==> src/sv/assert_macros.svh <==
`ifndef ASSERT_MACROS_SVH
`define ASSERT_MACROS_SVH

// property must hold at every clock edge out of reset
`define VQCB_ASSERT(lbl, clk, rst_n, prop, msg) \
    lbl: assert property (@(posedge clk) disable iff (!rst_n) (prop)) else $error(msg);

// condition must never be seen out of reset
`define VQCB_NEVER(lbl, clk, rst_n, cond, msg) \
    lbl: assert property (@(posedge clk) disable iff (!rst_n) !(cond)) else $error(msg);

`endif

==> src/sv/vqcb_pkg.sv <==
package vqcb_pkg;

    localparam int DESC_W  = 8;
    localparam int ADDR_W  = 64;
    localparam int LEN_W   = 32;
    localparam int RDBL_W  = 5;
    localparam int AVAIL_W = 16;
    localparam int CFG_W   = 4;

    localparam logic [CFG_W-1:0] CFG_RESET = 4'd8;

    localparam int DEF_MAX_QUEUE = 256;
    localparam int DEF_MAX_CHAIN = 16;

    localparam logic CMD_ADD    = 1'b0;
    localparam logic CMD_RETURN = 1'b1;

    localparam logic [1:0] KIND_DESC   = 2'd0;
    localparam logic [1:0] KIND_RING   = 2'd1;
    localparam logic [1:0] KIND_STATUS = 2'd2;

    localparam logic [2:0] ST_OK       = 3'd0;
    localparam logic [2:0] ST_TOO_BIG  = 3'd1;
    localparam logic [2:0] ST_NO_FREE  = 3'd2;
    localparam logic [2:0] ST_OVERFLOW = 3'd3;
    localparam logic [2:0] ST_TOO_LONG = 3'd4;

    typedef struct packed {
        logic              cmd;
        logic [ADDR_W-1:0] buf_addr;
        logic [LEN_W-1:0]  buf_len;
        logic [RDBL_W-1:0] readable_count;
        logic              chain_last;
        logic [DESC_W-1:0] desc_index;
    } t_in_item;

    typedef struct packed {
        logic [1:0]         kind;
        logic [DESC_W-1:0]  slot;
        logic [ADDR_W-1:0]  addr;
        logic [LEN_W-1:0]   len;
        logic [1:0]         flags;
        logic [DESC_W-1:0]  next_slot;
        logic [AVAIL_W-1:0] avail_index;
        logic [2:0]         status;
        logic               last;
    } t_out_item;

    typedef struct packed {
        logic [ADDR_W-1:0] addr;
        logic [LEN_W-1:0]  len;
    } t_chain_ent;

endpackage

==> src/sv/vqcb_free_stack.sv <==
`include "assert_macros.svh"

module vqcb_free_stack
    import vqcb_pkg::*;
#(
    parameter int MAX_QUEUE = DEF_MAX_QUEUE,
    localparam int AW  = $clog2(MAX_QUEUE),
    localparam int FCW = $clog2(MAX_QUEUE + 1)
) (
    input  logic              i_clk,
    input  logic              i_rst_n,
    input  logic              i_init,
    input  logic              i_wr_en,
    input  logic [AW-1:0]     i_wr_addr,
    input  logic [DESC_W-1:0] i_wr_data,
    input  logic              i_rd_en,
    input  logic [AW-1:0]     i_rd_addr,
    output logic [DESC_W-1:0] o_rd_data
);

    logic [DESC_W-1:0] mem [MAX_QUEUE];
    logic [DESC_W-1:0] r_rd_data;
    logic [AW-1:0]     r_rd_addr;
    logic              r_use_init;
    // entries below the mark were not written since init and hold their own index
    logic [FCW-1:0]    r_mark;

    always_ff @(posedge i_clk) begin
        if (i_wr_en) begin
            mem[i_wr_addr] <= i_wr_data;
        end
        if (i_rd_en) begin
            r_rd_data  <= mem[i_rd_addr];
            r_rd_addr  <= i_rd_addr;
            r_use_init <= (FCW'(i_rd_addr) < r_mark);
        end
    end

    always_ff @(posedge i_clk) begin
        if (!i_rst_n || i_init) begin
            r_mark <= FCW'(MAX_QUEUE);
        end else if (i_wr_en && (FCW'(i_wr_addr) < r_mark)) begin
            r_mark <= FCW'(i_wr_addr);
        end
    end

    assign o_rd_data = r_use_init ? DESC_W'(r_rd_addr) : r_rd_data;

    `VQCB_NEVER(a_stk_rw_overlap, i_clk, i_rst_n, i_rd_en && i_wr_en, "stack read and write collide")

endmodule

==> config.mk <==
export PLATFORM = sky130hd
export DESIGN_NAME = vqcb_free_stack
export DESIGN_NICKNAME = d
export VERILOG_FILES = /design/src/sv/vqcb_pkg.sv /design/src/sv/vqcb_free_stack.sv
export VERILOG_INCLUDE_DIRS = /design/src /design/src/sv
export SDC_FILE = /design/constraint.sdc
export NUM_CORES = 2
export LEC_CHECK = 0
export BUFFER_PORTS_ARGS = -buffer_cell sky130_fd_sc_hd__buf_2
export CAP_MARGIN = 30
export CORE_UTILIZATION = 33
export CTS_CLUSTER_DIAMETER = 120
export DETAILED_ROUTE_END_ITERATION = 7
export GPL_TIMING_DRIVEN = 0
export PLACE_DENSITY = 0.47
export SYNTH_ARGS = -nofsm -noshare
export SYNTH_HDL_FRONTEND = slang
export SYNTH_SLANG_ARGS = --single-unit
==> constraint.sdc <==
create_clock -name i_clk -period 3.5 [get_ports i_clk]
set_input_delay 1.05 -clock i_clk [delete_from_list [all_inputs] [get_ports i_clk]]
set_output_delay 1.05 -clock i_clk [all_outputs]
set_load 0.01 [all_outputs]
==> summary.txt <==
Timing
  • Crit path time final: 3610 ps
  • Fin Setup TNS: -4990 ps
  • Slew margin rel.: 23.5%
  • Worst clock skew: 20.8 ps
  • Fin crit share: 103%
  • Fmax: 0.277 GHz
  • Final WS setup: -115 ps
  • Final hold violations: 0
  • Final-report setup violation count: 85
  • RSZ-0062 raised after global routing: true
  • Worst-Margin Slew: 1150 ps
  • Max Transition Viols Final: 0

Layout
  • Layout fillers: 21,746
  • Multi-input gate area: 0.0172 mm^2
  • Syn-to-layout area delta: 16.6%
  • Nets: 4,059
  • Final Non-Filler Cells: 7,394
  • Share of the core filled with cells: 38.7%
  • Layout cells sized above 1: 28.9%
  • Reg area: 0.0622 mm^2

Pwr
  • Sw frac: 22.3%
  • Fraction of power consumed by sequential logic: 51.2%
  • Switch Pwr: 11.9 mW
  • Worst VDD drop: 550 uV
  • Pwr dens: 574 mW/mm^2
  • Clk pwr share: 43.2%
  • Power Internal: 41.6 mW
  • Comb power frac: 5.6%
  • Leak pwr: 28.7 nW

Worst setup path
  • CP arrival: 4100 ps
  • Worst r2r src: mem[186][4]$_DFFE_PP_
  • Worst R2R Path Depth: 6
  • CP Data Required Time: 3990 ps
  • RR Endpoint: r_rd_data[4]$_DFFE_PP_
  • R2R Setup Slk: 820 ps
  • CP Class: input port to flip-flop
  • Critical Path Sink Type: flip-flop
  • Crit path max fanout: 10
  • CP Launch Type: input port

Global routing
  • Pin count of the biggest net entering global routing: 141
  • Grt total ovfl: 0
  • First-pass GRT wire length: 354,000 um
  • Vias in the first global route: 40,877
  • Initial antenna violation count: 16
  • GRT Util Overall: 21.4%

Placed design
  • Setup WS pre-CTS: -2210 ps
  • Hpwl dp: 179,000 um
  • Placed cells: 6,978
  • RePlAce Congestion: 0.969
  • I/O Buffers: 35

Status
  • Outcome: complete, but fails checks
  • Failing checks: negative setup slack

Detailed routing
  • Drt first pass iters: 6
  • Via-to-Cell Ratio: 5.45
  • DRT antenna net count: 0
  • Final WL: 261,000 um
  • # DRC: 0
  • Via count: 40,295
  • First DRT Iteration DRCs: 4,764
  • Routed length per instance: 35.3 um

Yosys
  • Register area share after synthesis: 77.6%
  • Ys async rst share: 0%
  • Predominant post-synthesis flop cell: edfxtp_1
  • Syn_nets: 3,737
  • Mapped Area: 0.0801 mm^2
  • Synth Register Bits: 2,074
  • Syn avg cell area: 21.7 um^2
  • Netlist cell types: 48
  • Post-Syn Instances: 3,694
  • Yosys warnings: 0
  • Number of enable flip-flop cells after synthesis: 2,065

Die
  • Initial Utilization: 33.2%
  • Core box area: 0.241 mm^2
  • I/O pins: 37
  • Die area: 0.245 mm^2
  • Die height: 495 um
  • Die Span X: 495 um
  • FP Rows: 180

Job
  • Max cap viols: 0

CTS
  • CTS Buffer Depth: 3
  • Hold bufs inserted after CTS: 0
  • Cts bufs inserted: 219
  • CTS H-tree lvls: 4
  • Sink Count: 2,074
  • Clock root buffer: clkbuf_16
  • CTS clock-pin slew for the worst setup and hold paths: 60 ps
  • Worst-Skew Late Latency: 880 ps
  • TritonCTS clock tree: done

Hold path
  • Depth of the worst hold-timing path: 1
  • Min-delay src: i_rd_addr[2]
  • Worst Hold Path EP: r_rd_addr[2]$_DFFE_PP_
  • Worst hold path class: input port to flip-flop
-- cell usage after synthesis (15+ instances only) --
library cell / count / area (um^2)
nor2b_1: 15 / 93.8
a211oi_1: 22 / 165
edfxtp_1: 2065 / 62000
o22ai_1: 128 / 801
nand3_1: 42 / 210
mux2i_1: 80 / 801
mux4_2: 480 / 10800
nor2_1: 307 / 1150
buf_6: 32 / 360
buf_2: 73 / 365
a22o_1: 26 / 228
a21oi_1: 29 / 145
a22oi_1: 72 / 541
clkbuf_1: 78 / 293
nand2_1: 43 / 161
buf_4: 18 / 135
-- registers in the layout, summed over array words and instances (netlist names) --
name        flops
r_rd_data       8
mem          2048
r_mark          9
r_rd_addr       8
r_use_init      1
-- cell usage in the layout (no fill, tap or decap), types with 35 or more instances in the layout --
cell,count
nor2_1,238
o22ai_1,122
clkbuf_16,222
nand2_1,39
a22oi_1,71
clkinv_1,53
clkbuf_2,35
edfxtp_1,2065
mux2i_1,80
mux4_2,480
buf_2,60
buf_6,59
clkbuf_1,82
clkinv_2,44
nand3_1,35
nor2_2,66
buf_4,66
-- metal layers --
| layer | vias up | GRT usage [%] | routed length [um] |
|---|---|---|---|
| met4 | 8 | 7.57 | 9340 |
| met1 | 22092 | 29.1 | 110000 |
| met5 | - | 0 | 65 |
| met2 | 1533 | 34.4 | 125000 |
| met3 | 389 | 3.83 | 17100 |
| li1 | 16273 | - | - |
-- power by group through the flow --
stage / clock network (mW) / registers [mW] / logic [mW]
after floorplan: 0 / 27.9 / 1.30
after global placement: 0 / 28.0 / 2.81
after detailed placement: 0 / 27.9 / 2.92
after CTS: 23.5 / 27.4 / 3.02
after global routing: 24.4 / 27.4 / 3.10
final: 23.1 / 27.4 / 3.01
-- layout make-up --
cell class                      count  area share (%)
Antenna cell                        4          0.0107
Buffer                            215            1.65
Clock buffer                      271            6.17
Clock inverter                    139            1.42
Inverter                            9          0.0362
Multi-Input combinational cell   1393            18.4
Sequential cell                  2074            66.6
Tap cell                         3185            4.27
Timing Repair Buffer              104            1.48
-- through the flow --
stage	power [mW]	hold slack (ps)	instance area, um^2
after floorplan	29.2	451	80100
after global placement	30.9	482	84300
after detailed placement	30.9	480	85500
after CTS	53.9	367	93200
after global routing	54.9	407	93400
final	53.6	433	93400
-- how the worst max path moves through the flow --
| stage | startpoint | to | slack, ps | cells past startpoint |
|---|---|---|---|---|
| 2_1_floorplan | i_rd_addr[0] | r_rd_data[2]$_DFFE_PP_ | 510 | 10 |
| 3_3_place_gp | i_wr_data[4] | mem[129][4]$_DFFE_PP_ | -2500 | 1 |
| 3_5_place_dp | i_rd_addr[1] | r_rd_data[1]$_DFFE_PP_ | -2210 | 10 |
| 4_1_cts | i_rd_addr[1] | r_rd_data[7]$_DFFE_PP_ | -3 | 11 |
| 5_1_grt | i_wr_addr[2] | mem[183][0]$_DFFE_PP_ | -30 | 7 |
| 6_report | i_wr_addr[5] | mem[225][7]$_DFFE_PP_ | -110 | 5 |
-- timing repair --
action,CTS,global route
pin swaps,0,1
endpoints found under the setup margin,311,210
resized for setup,185,35
setup buffers,2,0
-- cell families (layout without fill, tap and decap cells) --
group,Yosys count,count (layout),synth area share (%)
compound gates,343,343,3.07
fa+ha+maj,14,14,0.219
buf+inv,227,738,1.74
flops,2074,2074,77.6
mux,576,576,14.8
other cells,0,4,0
simple gates,460,460,2.51
-- critical path, stage by stage --
cell and delay (ps):
buf_2 320, nor2b_1 750, nand3_1 610, clkbuf_1 560, nor2_1 770
No activity file was read; power rests on OpenSTA's default activity.
