[config.mk]
export PLATFORM = sky130hd
export DESIGN_NAME = vqcb_chain_mem
export DESIGN_NICKNAME = d
export VERILOG_FILES = /design/src/sv/vqcb_pkg.sv /design/src/sv/vqcb_chain_mem.sv
export VERILOG_INCLUDE_DIRS = /design/src /design/src/sv
export SDC_FILE = /design/constraint.sdc
export NUM_CORES = 1
export LEC_CHECK = 0
export BUFFER_PORTS_ARGS = -buffer_cell sky130_fd_sc_hd__buf_2
export CORE_MARGIN = 2
export CORE_UTILIZATION = 63
export CTS_BUF_LIST = sky130_fd_sc_hd__clkbuf_8 sky130_fd_sc_hd__clkbuf_16
export DETAILED_ROUTE_END_ITERATION = 7
export PLACE_DENSITY_LB_ADDON = 0.08
export RECOVER_POWER = 25
export REMOVE_ABC_BUFFERS = 1
export SLEW_MARGIN = 20
export SYNTH_ARGS = -nofsm -noshare
export SYNTH_HDL_FRONTEND = slang
export SYNTH_SLANG_ARGS = --single-unit
[constraint.sdc]
create_clock -name i_clk -period 26.2 [get_ports i_clk]
set_input_delay 3.93 -clock i_clk [delete_from_list [all_inputs] [get_ports i_clk]]
set_output_delay 3.93 -clock i_clk [all_outputs]
set_load 0.005 [all_outputs]
[src/sv/assert_macros.svh]
`ifndef ASSERT_MACROS_SVH
`define ASSERT_MACROS_SVH

// property must hold at every clock edge out of reset
`define VQCB_ASSERT(lbl, clk, rst_n, prop, msg) \
    lbl: assert property (@(posedge clk) disable iff (!rst_n) (prop)) else $error(msg);

// condition must never be seen out of reset
`define VQCB_NEVER(lbl, clk, rst_n, cond, msg) \
    lbl: assert property (@(posedge clk) disable iff (!rst_n) !(cond)) else $error(msg);

`endif

[src/sv/vqcb_pkg.sv]
package vqcb_pkg;

    localparam int DESC_W  = 8;
    localparam int ADDR_W  = 64;
    localparam int LEN_W   = 32;
    localparam int RDBL_W  = 5;
    localparam int AVAIL_W = 16;
    localparam int CFG_W   = 4;

    localparam logic [CFG_W-1:0] CFG_RESET = 4'd8;

    localparam int DEF_MAX_QUEUE = 256;
    localparam int DEF_MAX_CHAIN = 16;

    localparam logic CMD_ADD    = 1'b0;
    localparam logic CMD_RETURN = 1'b1;

    localparam logic [1:0] KIND_DESC   = 2'd0;
    localparam logic [1:0] KIND_RING   = 2'd1;
    localparam logic [1:0] KIND_STATUS = 2'd2;

    localparam logic [2:0] ST_OK       = 3'd0;
    localparam logic [2:0] ST_TOO_BIG  = 3'd1;
    localparam logic [2:0] ST_NO_FREE  = 3'd2;
    localparam logic [2:0] ST_OVERFLOW = 3'd3;
    localparam logic [2:0] ST_TOO_LONG = 3'd4;

    typedef struct packed {
        logic              cmd;
        logic [ADDR_W-1:0] buf_addr;
        logic [LEN_W-1:0]  buf_len;
        logic [RDBL_W-1:0] readable_count;
        logic              chain_last;
        logic [DESC_W-1:0] desc_index;
    } t_in_item;

    typedef struct packed {
        logic [1:0]         kind;
        logic [DESC_W-1:0]  slot;
        logic [ADDR_W-1:0]  addr;
        logic [LEN_W-1:0]   len;
        logic [1:0]         flags;
        logic [DESC_W-1:0]  next_slot;
        logic [AVAIL_W-1:0] avail_index;
        logic [2:0]         status;
        logic               last;
    } t_out_item;

    typedef struct packed {
        logic [ADDR_W-1:0] addr;
        logic [LEN_W-1:0]  len;
    } t_chain_ent;

endpackage

[src/sv/vqcb_chain_mem.sv]
`include "assert_macros.svh"

module vqcb_chain_mem
    import vqcb_pkg::*;
#(
    parameter int MAX_CHAIN = DEF_MAX_CHAIN,
    localparam int IW = (MAX_CHAIN > 1) ? $clog2(MAX_CHAIN) : 1
) (
    input  logic       i_clk,
    input  logic       i_rst_n,
    input  logic       i_wr_en,
    input  logic [IW-1:0] i_wr_idx,
    input  t_chain_ent i_wr_data,
    input  logic       i_rd_en,
    input  logic [IW-1:0] i_rd_idx,
    output t_chain_ent o_rd_data
);

    t_chain_ent mem [MAX_CHAIN];
    t_chain_ent r_rd_data;

    always_ff @(posedge i_clk) begin
        if (i_wr_en) begin
            mem[i_wr_idx] <= i_wr_data;
        end
        if (i_rd_en) begin
            r_rd_data <= mem[i_rd_idx];
        end
    end

    assign o_rd_data = r_rd_data;

    `VQCB_NEVER(a_chain_rw_overlap, i_clk, i_rst_n, i_rd_en && i_wr_en, "chain read during collect")

endmodule

==> results list <==
- Critical path type: primary input to register
- The synthesized design spends more area on one cell type than any other, namely sky130_fd_sc_hd__edfxtp_1.
* Maximum resistive drop on vdd: 60.02 uV
- Synthesis-to-layout area growth: 12.24%
- Overall fraction of global-route tracks in use: 0.2746
- The total area inside the core boundary comes to around 95000 um^2.
* Sum Neg Setup Slack: 0 ns
* Via density: between 6 and 7
* Number of warnings issued by yosys: 0
- Worst hold margin: ~0.73 ns
* Count of state elements after synthesis: ~1600
- I/O pin total: just over 200
* Critical Path End Type: register
* Biggest area contributors in the synthesized netlist: sky130_fd_sc_hd__edfxtp_1 81%, sky130_fd_sc_hd__mux4_2 14%, sky130_fd_sc_hd__a22oi_1 2.4%, sky130_fd_sc_hd__nand2_1 0.60%, sky130_fd_sc_hd__buf_6 0.39%
- Relative slew slack: 0.2456
- Yosys instantiated no cell more often than sky130_fd_sc_hd__edfxtp_1.
- Initial antenna violation count: 17
- Of the post-synthesis cell area, the dominant cell type holds 0.8125.
* Std cell rows: 113
- After clock tree synthesis, the flow added hold-fix buffers numbering 0.
- Maximum achievable frequency: ~140 MHz
- Setup violations remaining at the end of the flow were counted as 0.
- The first detailed-routing pass ran for 6 iterations.
- Arrival time reported for the critical path endpoint: between 7 and 8 ns
* Top cell types by occurrence after synthesis: 1632 x sky130_fd_sc_hd__edfxtp_1, 384 x sky130_fd_sc_hd__mux4_2, 192 x sky130_fd_sc_hd__a22oi_1, 97 x sky130_fd_sc_hd__nand2_1, 46 x sky130_fd_sc_hd__clkbuf_1
* Clock root buffer master: sky130_fd_sc_hd__clkbuf_16
* Pin count of the biggest net entering global routing: 100
* Port-buffer cells: roughly 200
- RSZ-0062 raised after global routing: false
- HPWL after DPL: approximately 59 mm
- Dpl cell area: 62810 um^2
- On the critical path the largest part of the delay comes from buffers and inverters.
- The clock net in this run drives a total of 1632 sinks.
- GRT Residual Overflow: 0
* Critical-path top delay cell: sky130_fd_sc_hd__buf_4
- In this run the post-CTS setup repair buffer count came out at 0.
* Vias in the first global route: 28503
- Final Cell Area: approximately 68000 um^2
* Latest clock arrival within the worst-skew pair: around 0.75 ns
- Top_reg_cell synth: sky130_fd_sc_hd__edfxtp_1
* Layout cell share with drive strength beyond 1: 0.2789
* Count of final max-slew check failures: 0
- CP bufs+invs: 4
- Vertical extent of the die: around 310 um
* Antenna Violating Nets Remaining: 0
- For this run, design rule violations remaining after detail routing come to 0.
- Starting utilization of the core area: 0.6348
- After synthesis the cells add up to between 60000 and 70000 um^2.
- Pleak: around 0.022 uW
- In the synthesized netlist the async set-or-reset flop fraction comes to 0.
* Number of different library cells in the post-synthesis netlist: 17
- Number of cells after detailed placement: between 3000 and 4000
* Cell breakdown of the critical path: buf_8 > buf_4 > buf_4 > buf_4 > mux4_2 > a22oi_1 > nand2_1
* Total clock buffers created by CTS: between 150 and 200
* Clock Path Buffers: 3
- After clock tree synthesis, the clock-pin slew on the worst setup and hold paths is 0.06 ns.
- The cell that appears most often on the critical path is sky130_fd_sc_hd__buf_4.
- The congestion estimate from routability-driven global placement came to 0.7205.
* Wire length reported by the detailed router: roughly 130 mm
- The clock arrives with 0.02466 ns of skew.
* Cells after Synth: approximately 2500
* Worst endpoint required time: between 20 and 30 ns
- The flow ran to the end, and the final reports show no timing, DRC or antenna violations.
- Largest incremental delay on the critical path: about 0.85 ns
- Tmin final: 7.399 ns
* Hold Fails Final Rpt: 0
* Area enclosed by the die boundary: between 90000 and 100000 um^2
* Transition time of the tightest slew-check pin: 1.132 ns
- Global-route wire length before repair: around 190 mm
* Critical path peak fanout: 73
* Post-Layout Cell Count: 4129
- Number of flops mapped to enable cells by yosys: roughly 1600
- Total via count after detailed routing: about 27000
- The tool flagged a number of max-cap violations equal to 0.
- In the final routed layout, each cell accounts on average for 31.75 um.
- H-tree depth reported by CTS: 4
- Drt initial violations: 3688
* Share of the yosys chip area belonging to registers: 0.8125
- Once the clock tree was built, the resizer swapped 0 gates to a different size.
- TritonCTS built the clock tree.
- Type of the most critical hold path: register to register
- Mean post-synth cell area: roughly 25 um^2
- The die is between 300 and 400 um wide.
- Power spread over the standard cell area amounts to 79.26 nW/um^2.
- Final cycle utilization of the critical path: 0.2824
* Critical path launch point type: primary input
- The final layout contains 2848 nets.
where the power goes:
| part | leakage [uW] | switching, uW | internal (uW) |
|---|---|---|---|
| logic | 0.00417 | 144 | 94.7 |
| registers | 0.0148 | 18.2 | 2940 |
| clock network | 0.00259 | 911 | 1260 |
| total | 0.0216 | 1070 | 4290 |
final timing paths:
check	startpoint	end	slack [ns]	cells past startpoint
worst max register to register	mem[11][3]$_DFFE_PP_	o_rd_data[3]$_DFFE_PP_	24.71	3
worst min register to register	mem[12][56]$_DFFE_PP_	o_rd_data[56]$_DFFE_PP_	0.73	3
worst min-delay path	mem[12][56]$_DFFE_PP_	o_rd_data[56]$_DFFE_PP_	0.73	3
worst max-delay path	i_rd_idx[0]	o_rd_data[35]$_DFFE_PP_	18.80	7
area by class of cell:
type                    count  area [um^2]
flip-flops and latches   1632        49010
fillers                  5584        27310
multi-input cells         699        10720
clock buffers             166         4154
well taps                1265         1583
repair buffers            249         1416
clock inverters           112        807.0
diodes                      6        15.01
per-layer routing:
metal,wire (um),GRT usage
met5,113,0
met4,2097,0.06209
met3,11330,0.04743
met2,65380,0.4363
met1,52190,0.4128
sequential cells by signal (all words and copies together) (netlist names):
name	count
o_rd_data	96
mem	1536
worst reg2reg max path: cells and delay by family, from the launching register on:
kind | cells | cell delay, ns
multiplexers | 1 | 0.50
AO/OA/AOI/OAI | 1 | 0.22
flip-flops | 1 | 0.41
AND/OR/NAND/NOR | 1 | 0.11
layout by cell type (no fill, tap or decap):
cell / n
sky130_fd_sc_hd__buf_4: 39
sky130_fd_sc_hd__nand2b_1: 2
sky130_fd_sc_hd__nand2_1: 97
sky130_fd_sc_hd__nor2_4: 13
sky130_fd_sc_hd__nand3_1: 1
sky130_fd_sc_hd__clkinv_8: 1
sky130_fd_sc_hd__inv_1: 37
sky130_fd_sc_hd__a22oi_1: 192
sky130_fd_sc_hd__nor3_2: 4
sky130_fd_sc_hd__and2_4: 1
sky130_fd_sc_hd__buf_12: 9
sky130_fd_sc_hd__inv_6: 5
sky130_fd_sc_hd__buf_2: 133
sky130_fd_sc_hd__nor2b_4: 2
sky130_fd_sc_hd__or3b_2: 1
sky130_fd_sc_hd__diode_2: 6
sky130_fd_sc_hd__mux4_2: 384
sky130_fd_sc_hd__clkinv_2: 24
sky130_fd_sc_hd__clkinv_1: 32
sky130_fd_sc_hd__buf_8: 2
sky130_fd_sc_hd__clkbuf_1: 66
sky130_fd_sc_hd__bufinv_16: 12
sky130_fd_sc_hd__clkbuf_16: 166
sky130_fd_sc_hd__clkinvlp_4: 1
sky130_fd_sc_hd__edfxtp_1: 1632
sky130_fd_sc_hd__nand3b_1: 2
logic make-up (layout without fill, tap and decap cells):
kind of cell           after synthesis  in the layout  share of synthesized area
other                                0              6                          0
buffers and inverters              129            527                    0.01205
AND/OR/NAND/NOR                    123            123                   0.008173
AO/OA/AOI/OAI                      192            192                    0.02390
multiplexers                       384            384                     0.1434
flip-flops                        1632           1632                     0.8125
through the flow:
stage / worst slack [ns] / utilization / total power [uW]
finish: 18.80 / 0.7125 / 5366
global route: 18.30 / 0.7124 / 5520
CTS: 18.63 / 0.7133 / 5403
detailed placement: 17.83 / 0.6610 / 3258
global placement: 17.86 / 0.6610 / 3245
floorplan: 14.59 / - / 3126
(Power assumes the default switching activity.)
